<file path="src/rtl/bpp_pkg.sv">
// Shared constants, register codes, status codes and the configuration record
// of the Boris particle push block. No dependencies.
package bpp_pkg;

  localparam int WORD_BITS_DEF = 32;
  localparam int FRAC_BITS_DEF = 16;
  localparam int NUM_IN_FIELDS = 12;
  localparam int NUM_OUT_WORDS = 5;
  localparam int CFG_AW        = 4;
  localparam int CFG_DW        = 32;

  // floor(tan(22.5 deg) * 2^30)
  localparam logic [31:0] TAN_LIMIT_Q30 = 32'd444758425;

  localparam logic [30:0] TIME_STEP_RST   = 31'd655;
  localparam logic [30:0] CELL_LENGTH_RST = 31'd65536;

  typedef enum logic [1:0] {
    REG_TIME_STEP,
    REG_CELL_LENGTH,
    REG_HALF_STEP
  } reg_idx_t;

  typedef enum logic [1:0] {
    ST_OK,
    ST_ROT_FAULT,
    ST_CFL_WARN,
    ST_CFL_STOP
  } status_t;

  typedef struct packed {
    logic        half;
    logic [30:0] cell_length;
    logic [30:0] time_step;
  } cfg_t;

endpackage

</file>
<file path="src/rtl/bpp_cfg_regs.sv">
// APB-style configuration registers of the Boris particle push block.
// Depends on bpp_pkg.
module bpp_cfg_regs (
  input  logic                       clk,
  input  logic                       rst_n,
  input  logic                       psel,
  input  logic                       penable,
  input  logic                       pwrite,
  input  logic [bpp_pkg::CFG_AW-1:0] paddr,
  input  logic [bpp_pkg::CFG_DW-1:0] pwdata,
  output logic [bpp_pkg::CFG_DW-1:0] prdata,
  output logic                       pready,
  output bpp_pkg::cfg_t              cfg_o
);
  import bpp_pkg::*;

  cfg_t     cfg_r;
  cfg_t     cfg_nxt;
  reg_idx_t idx;

  assign idx    = reg_idx_t'(paddr[CFG_AW-1:2]);
  assign pready = 1'b1;
  assign cfg_o  = cfg_r;

  always_comb begin
    cfg_nxt = cfg_r;
    if (psel && penable && pwrite) begin
      case (idx)
        REG_TIME_STEP:   cfg_nxt.time_step   = pwdata[30:0];
        REG_CELL_LENGTH: cfg_nxt.cell_length = pwdata[30:0];
        REG_HALF_STEP:   cfg_nxt.half        = pwdata[0];
        default: begin
          // drop writes outside the register list
          cfg_nxt = cfg_r;
        end
      endcase
    end
  end

  always_comb begin
    case (idx)
      REG_TIME_STEP:   prdata = CFG_DW'(cfg_r.time_step);
      REG_CELL_LENGTH: prdata = CFG_DW'(cfg_r.cell_length);
      REG_HALF_STEP:   prdata = CFG_DW'(cfg_r.half);
      default:         prdata = '0;
    endcase
  end

  always_ff @(posedge clk) begin
    if (!rst_n) begin
      cfg_r.time_step   <= TIME_STEP_RST;
      cfg_r.cell_length <= CELL_LENGTH_RST;
      cfg_r.half        <= 1'b0;
    end else begin
      cfg_r <= cfg_nxt;
    end
  end

endmodule

</file>
<file path="config.mk">
export PLATFORM = sky130hd
export DESIGN_NAME = bpp_cfg_regs
export DESIGN_NICKNAME = d
export VERILOG_FILES = /design/src/rtl/bpp_pkg.sv /design/src/rtl/bpp_cfg_regs.sv
export SDC_FILE = /design/constraint.sdc
export NUM_CORES = 1
export LEC_CHECK = 0
export BUFFER_PORTS_ARGS = -buffer_cell sky130_fd_sc_hd__buf_4
export CORE_MARGIN = 3
export CORE_UTILIZATION = 30
export CTS_CLUSTER_DIAMETER = 30
export DETAILED_ROUTE_END_ITERATION = 8
export GPL_TIMING_DRIVEN = 0
export SLEW_MARGIN = 20
export SYNTH_ARGS = -nofsm -noshare
export SYNTH_HDL_FRONTEND = slang
export SYNTH_SLANG_ARGS = --single-unit
</file>
<file path="constraint.sdc">
create_clock -name clk -period 1.5 [get_ports clk]
set_clock_uncertainty 0.1 [all_clocks]
set_input_delay 0.15 -clock clk [delete_from_list [all_inputs] [get_ports clk]]
set_output_delay 0.15 -clock clk [all_outputs]
set_load 0.01 [all_outputs]
</file>
==> out/results.tsv, run 1 <==
metric	value	unit
status	completed	
largest_register_ffs	63	
antenna_found_initial	0	
synth-warning-count	0	
first_iter_violations	96	
hold_path_end	cfg_o[13]	
worst-path-stages	4	
slowest_delay	0.51	ns
combPwrFrac	11.7	%
cp_max_fo	10	
crit_family	buffers and inverters	
relSlewSlack	58.3	%
hold_path_depth	3	
final_common_cell	buf_4	
r2r_slack	0.73	ns
grt_max_degree	11	
hold_start	pwdata[13]	
yosys.area.top_type	dfxtp_1	
antenna_cells	0	
path_buf_inv	3	
gp_congestion	0.784	
synth_top_area_share	43.1	%
hold_path.class	input port to flop	
root_buffer	clkbuf_8	
setup_viol	0	
crit_chain	buf_2 -> clkbuf_1 -> nor2_1 -> buf_4	
htreeDepth	3	
vias	2772	
intPower	0.00299	W
hold_violations	0	
worstMarginPinSlew	0.625	ns
clkTransAtPathRegs	0.07	ns
ys_types	19	
clock_latency	0.32	ns
ys_seq_area_share	43.1	%
dp_cells	582	
instances_no_fill	625	
synth_edf_count	0	
post-dp-hpwl	6550	um
die_w	105	um
irDropWorstVdd	0.000585	V
power_frac_clock	43.8	%
finalSetupTns	0	ns
drc	0	
finalNetCount	533	
holdWs	0.0173	ns
drive_gt1_share	32.1	%
synth_area_leaders	dfxtp_1 (43%), mux2i_1 (32%), nand2_1 (11%)	
crit_path_start_kind	input port	
cts_tree	done	
start_util	31.2	%
cp.arrival	1.16	ns
grt_use_total	16.8	%
post_cts_buffers	0	
cpMaxStageDelayCell	clkbuf_1	
cts-resized-gates	0	
synth_cells	325	
p_leak	2.07	nW
cp.required	1.25	ns
critPathKind	input port to output port	
final_cell_mix	buf_4 (137), mux2i_1 (93), nand2_1 (87), dfxtp_1 (63), nor2_1 (30)	
fillerInstances	918	
ys_ff_latch	63	
postRouteWirelength	9260	um
max_freq	0.709	GHz
die-area	11000	um^2
async_reset_ff_share	0	%
synth_area_per_cell	9.00	um^2
finalMaxSlewViolations	0	
core-area	9370	um^2
rsz0062_at_grt	false	
period_share	94.0	%
power.density	845	nW/um^2
grt_first_pass_wirelength	14600	um
max_cap_viol_count	0	
swShare	22.5	%
viasPerCell	4.44	
area_delta_synth_final	55.8	%
period_minus_slack	1.41	ns
power.share.sequential	44.5	%
r2r-start	cfg_o[47]	
pin_count	137	
syn-num-nets	366	
wl_per_cell	14.8	um
std_cell_rows	35	
first_pass_iters	4	
ys.flop_type	dfxtp_1	
die_h	105	um
grt_pass1_vias	2733	
cts_buffer_depth	2	
numClockSinks	63	
cts_inserted_buffers	9	
overflow	0	
reg2reg_depth	2	
synthesis.area	2930	um^2
drt.antenna.violating_nets	0	
end_kind	output port	
r2r_end	cfg_o[47]	
switchingPower	0.000865	W
portBuffers	128	
layout make-up:
| class | count | area (um^2) | share of cell area, % |
|---|---|---|---|
| Buffer | 27 | 140 | 3.07 |
| Clock buffer | 12 | 165 | 3.62 |
| Clock inverter | 3 | 65.1 | 1.43 |
| Inverter | 2 | 7.51 | 0.165 |
| Multi-Input combinational cell | 233 | 1520 | 33.3 |
| Sequential cell | 63 | 1260 | 27.7 |
| Tap cell | 129 | 161 | 3.54 |
| Timing Repair Buffer | 156 | 1240 | 27.2 |
metrics by stage:
stage                     setup WS [ns]  instance area (um^2)  power (W)  utilization [%]
after global placement           0.0602                  4050    0.00215             43.2
after floorplan                   0.325                  2930    0.00195                -
after detailed placement         0.0187                  4050    0.00215             43.2
after CTS                        0.0706                  4560    0.00391             48.6
after global routing             0.0106                  4560    0.00402             48.6
final                            0.0894                  4560    0.00385             48.6
kinds of logic after synthesis:
kind of cell / after synthesis / share of synthesized area, %
AO/OA/AOI/OAI: 3 / 0.684
buffers and inverters: 29 / 5.05
flip-flops: 63 / 43.1
multiplexers: 93 / 31.8
other: 2 / 0.257
AND/OR/NAND/NOR: 135 / 19.1
cell usage after synthesis (2+ instances only):
cell and number:
nor2b_1 12, buf_1 5, nand2_1 87, clkbuf_1 9, dfxtp_1 63, buf_4 9, nor2_1 30, buf_2 4
mux2i_1 93, nor3_2 2, nand3_1 2, conb_1 2
worst reg2reg max path: stages (launching register included):
cell and delay, ns:
dfxtp_1 0.34, o31ai_1 0.08, o211ai_1 0.11
worst max-delay path by stage:
| stage | to | start | slack, ns |
|---|---|---|---|
| floorplan | cfg_o[52] | paddr[3] | 0.32 |
| global placement | cfg_o[28] | pwrite | 0.06 |
| detailed placement | cfg_o[61] | rst_n | 0.02 |
| CTS | prdata[1] | paddr[3] | 0.07 |
| global route | prdata[30] | paddr[3] | 0.01 |
| finish | prdata[2] | paddr[3] | 0.09 |
timing repair:
action,in CTS,in global routing
setup endpoints to repair,0,0
hold endpoints to repair,54,0
hold buffers,28,0
per-layer routing:
metal | track usage (%) | wire (um) | vias up
li1 | - | - | 1402
met1 | 21.2 | 4300 | 1282
met2 | 27.5 | 4370 | 84
met3 | 5.93 | 536 | 4
met4 | 3.75 | 44 | 0
met5 | 0 | 0 | -
power by group through the flow:
stage | Sequential, W | Combinational (W) | Clock [W]
3_5_place_dp | 0.00175 | 0.000399 | 0
6_report | 0.00171 | 0.000452 | 0.00169
4_1_cts | 0.00171 | 0.000459 | 0.00174
5_1_grt | 0.00171 | 0.000493 | 0.00182
2_1_floorplan | 0.00176 | 0.000194 | 0
3_3_place_gp | 0.00175 | 0.000396 | 0
(Power assumes the default switching activity.)
==> run 2, diff against run 1 <==
CORE_UTILIZATION = 46   (was 30)
PLACE_DENSITY_LB_ADDON = 0.2   (was default)
==> out/results.tsv, run 2 (synthesis results as in run 1) <==
metric	value	unit	change
status	completed		unchanged
worstMarginPinSlew	0.628	ns	was 0.625 ns
antenna_found_initial	0		unchanged
grt_pass1_vias	2778		was 2733
period_minus_slack	1.40	ns	was 1.41 ns
hold_path.class	input port to flop		unchanged
fin_area	4290	um^2	was 4560 um^2
die-area	7350	um^2	was 11000 um^2
clock_latency	0.33	ns	was 0.32 ns
postRouteWirelength	8770	um	was 9260 um
grt_max_degree	11		unchanged
placed_area	3980	um^2	was 4050 um^2
drc	0		unchanged
period_share	93.7	%	was 94.0%
cp_max_fo	10		unchanged
power_frac_clock	35.4	%	was 43.8%
switchingPower	0.000832	W	was 0.000865 W
gp_congestion	0.750		was 0.784
root_buffer	clkbuf_8		unchanged
post-dp-hpwl	6250	um	was 6550 um
antenna_cells	0		unchanged
cts_buffer_depth	2		unchanged
htreeDepth	3		unchanged
slowest_delay	0.52	ns	was 0.51 ns
setup_viol	0		unchanged
max_cap_viol_count	0		unchanged
power.density	774	nW/um^2	was 845 nW/um^2
hold_violations	0		unchanged
path_buf_inv	3		unchanged
cp.arrival	1.15	ns	was 1.16 ns
area_delta_synth_final	46.5	%	was 55.8%
finalSetupTns	0	ns	unchanged
pin_count	137		unchanged
combPwrFrac	12.9	%	was 11.7%
std_cell_rows	28		was 35
drive_gt1_share	32.1	%	about the same
final_cell_mix	buf_4 (137), mux2i_1 (93), nand2_1 (87), dfxtp_1 (63), nor2_1 (30)		unchanged
core-area	6030	um^2	was 9370 um^2
cts_tree	done		unchanged
clkTransAtPathRegs	0.06	ns	was 0.07 ns
finalMaxSlewViolations	0		unchanged
hold_start	pwdata[30]		was pwdata[13]
overflow	0		unchanged
final_util	71.1	%	was 48.6%
crit_family	buffers and inverters		unchanged
r2r_slack	0.71	ns	was 0.73 ns
r2r-start	cfg_o[47]		unchanged
portBuffers	128		unchanged
crit_chain	buf_2 -> clkbuf_1 -> nor2_1 -> buf_4		unchanged
viasPerCell	5.08		was 4.44
drt.antenna.violating_nets	0		unchanged
end_kind	output port		unchanged
swShare	25.1	%	was 22.5%
cp.required	1.25	ns	about the same
die_h	85.7	um	was 105 um
final_common_cell	buf_4		unchanged
relSlewSlack	58.1	%	was 58.3%
crit_path_start_kind	input port		unchanged
cpMaxStageDelayCell	clkbuf_1		unchanged
first_pass_iters	4		unchanged
finalNetCount	521		was 533
crit_start	paddr[3]		unchanged
grt_use_total	23.9	%	was 16.8%
power.share.sequential	51.7	%	was 44.5%
largest_register_ffs	63		unchanged
wl_per_cell	15.7	um	was 14.8 um
die_w	85.7	um	was 105 um
irDropWorstVdd	0.000588	V	was 0.000585 V
intPower	0.00248	W	was 0.00299 W
p_leak	1.98	nW	was 2.07 nW
vias	2835		was 2772
numClockSinks	63		unchanged
grt_first_pass_wirelength	13600	um	was 14600 um
cts_inserted_buffers	9		unchanged
critPathKind	input port to output port		unchanged
rsz0062_at_grt	false		unchanged
start_util	48.5	%	was 31.2%
first_iter_violations	151		was 96
max_freq	0.712	GHz	was 0.709 GHz
-- run 2: tightest hold or removal path, delay by kind of cell --
family                 cells  cell delay [ns]
muxes                      1             0.07
and+or+nand+nor            1             0.06
buffers and inverters      1             0.11
-- run 2: layout make-up --
class | instances | area (um^2)
Clock buffer | 12 | 135
Multi-Input combinational cell | 233 | 1520
Sequential cell | 63 | 1260
Timing Repair Buffer | 144 | 1120
Fill cell | 511 | 1740
Tap cell | 75 | 93.8
Inverter | 2 | 7.51
Buffer | 27 | 140
Clock inverter | 2 | 10.0
-- run 2: power groups by stage --
| stage | combinational, W | clock (W) | sequential (W) |
|---|---|---|---|
| global placement | 0.000385 | 0 | 0.00175 |
| CTS | 0.000425 | 0.00118 | 0.00171 |
| global route | 0.000464 | 0.00126 | 0.00171 |
| finish | 0.000427 | 0.00118 | 0.00171 |
| floorplan | 0.000194 | 0 | 0.00176 |
| detailed placement | 0.000391 | 0 | 0.00175 |
-- run 2: metrics by stage --
stage / hold WS [ns] / total power [W] / std cells / setup WS (ns)
floorplan: 0.192 / 0.00195 / 325 / 0.325
global placement: 0.316 / 0.00213 / 528 / 0.0758
detailed placement: 0.324 / 0.00214 / 528 / 0.0309
CTS: 0.000323 / 0.00332 / 557 / 0.0534
global route: 0.00244 / 0.00344 / 558 / 0.0129
finish: 0.00509 / 0.00331 / 558 / 0.0952
-- run 2: layer usage --
metal	track usage, %	vias to the layer above	part of all wire [%]
met3	6.82	12	7.0
li1	-	1371	-
met1	27.2	1347	41
met4	7.19	0	1.3
met2	43.1	105	51
met5	0	-	0
-- run 2: path summary, 6_finish.rpt --
kind / endpoint / cells past startpoint
max: prdata[17] / 4
min: cfg_o[61] / 3
max reg2reg: cfg_o[47] / 2
min reg2reg: cfg_o[31] / 2
-- run 2: repair_timing --
item,in CTS,in global routing
hold endpoints to repair,20,1
resized for setup,0,1
hold buffers,15,1
endpoints found under the setup margin,0,1
setup buffers,0,0
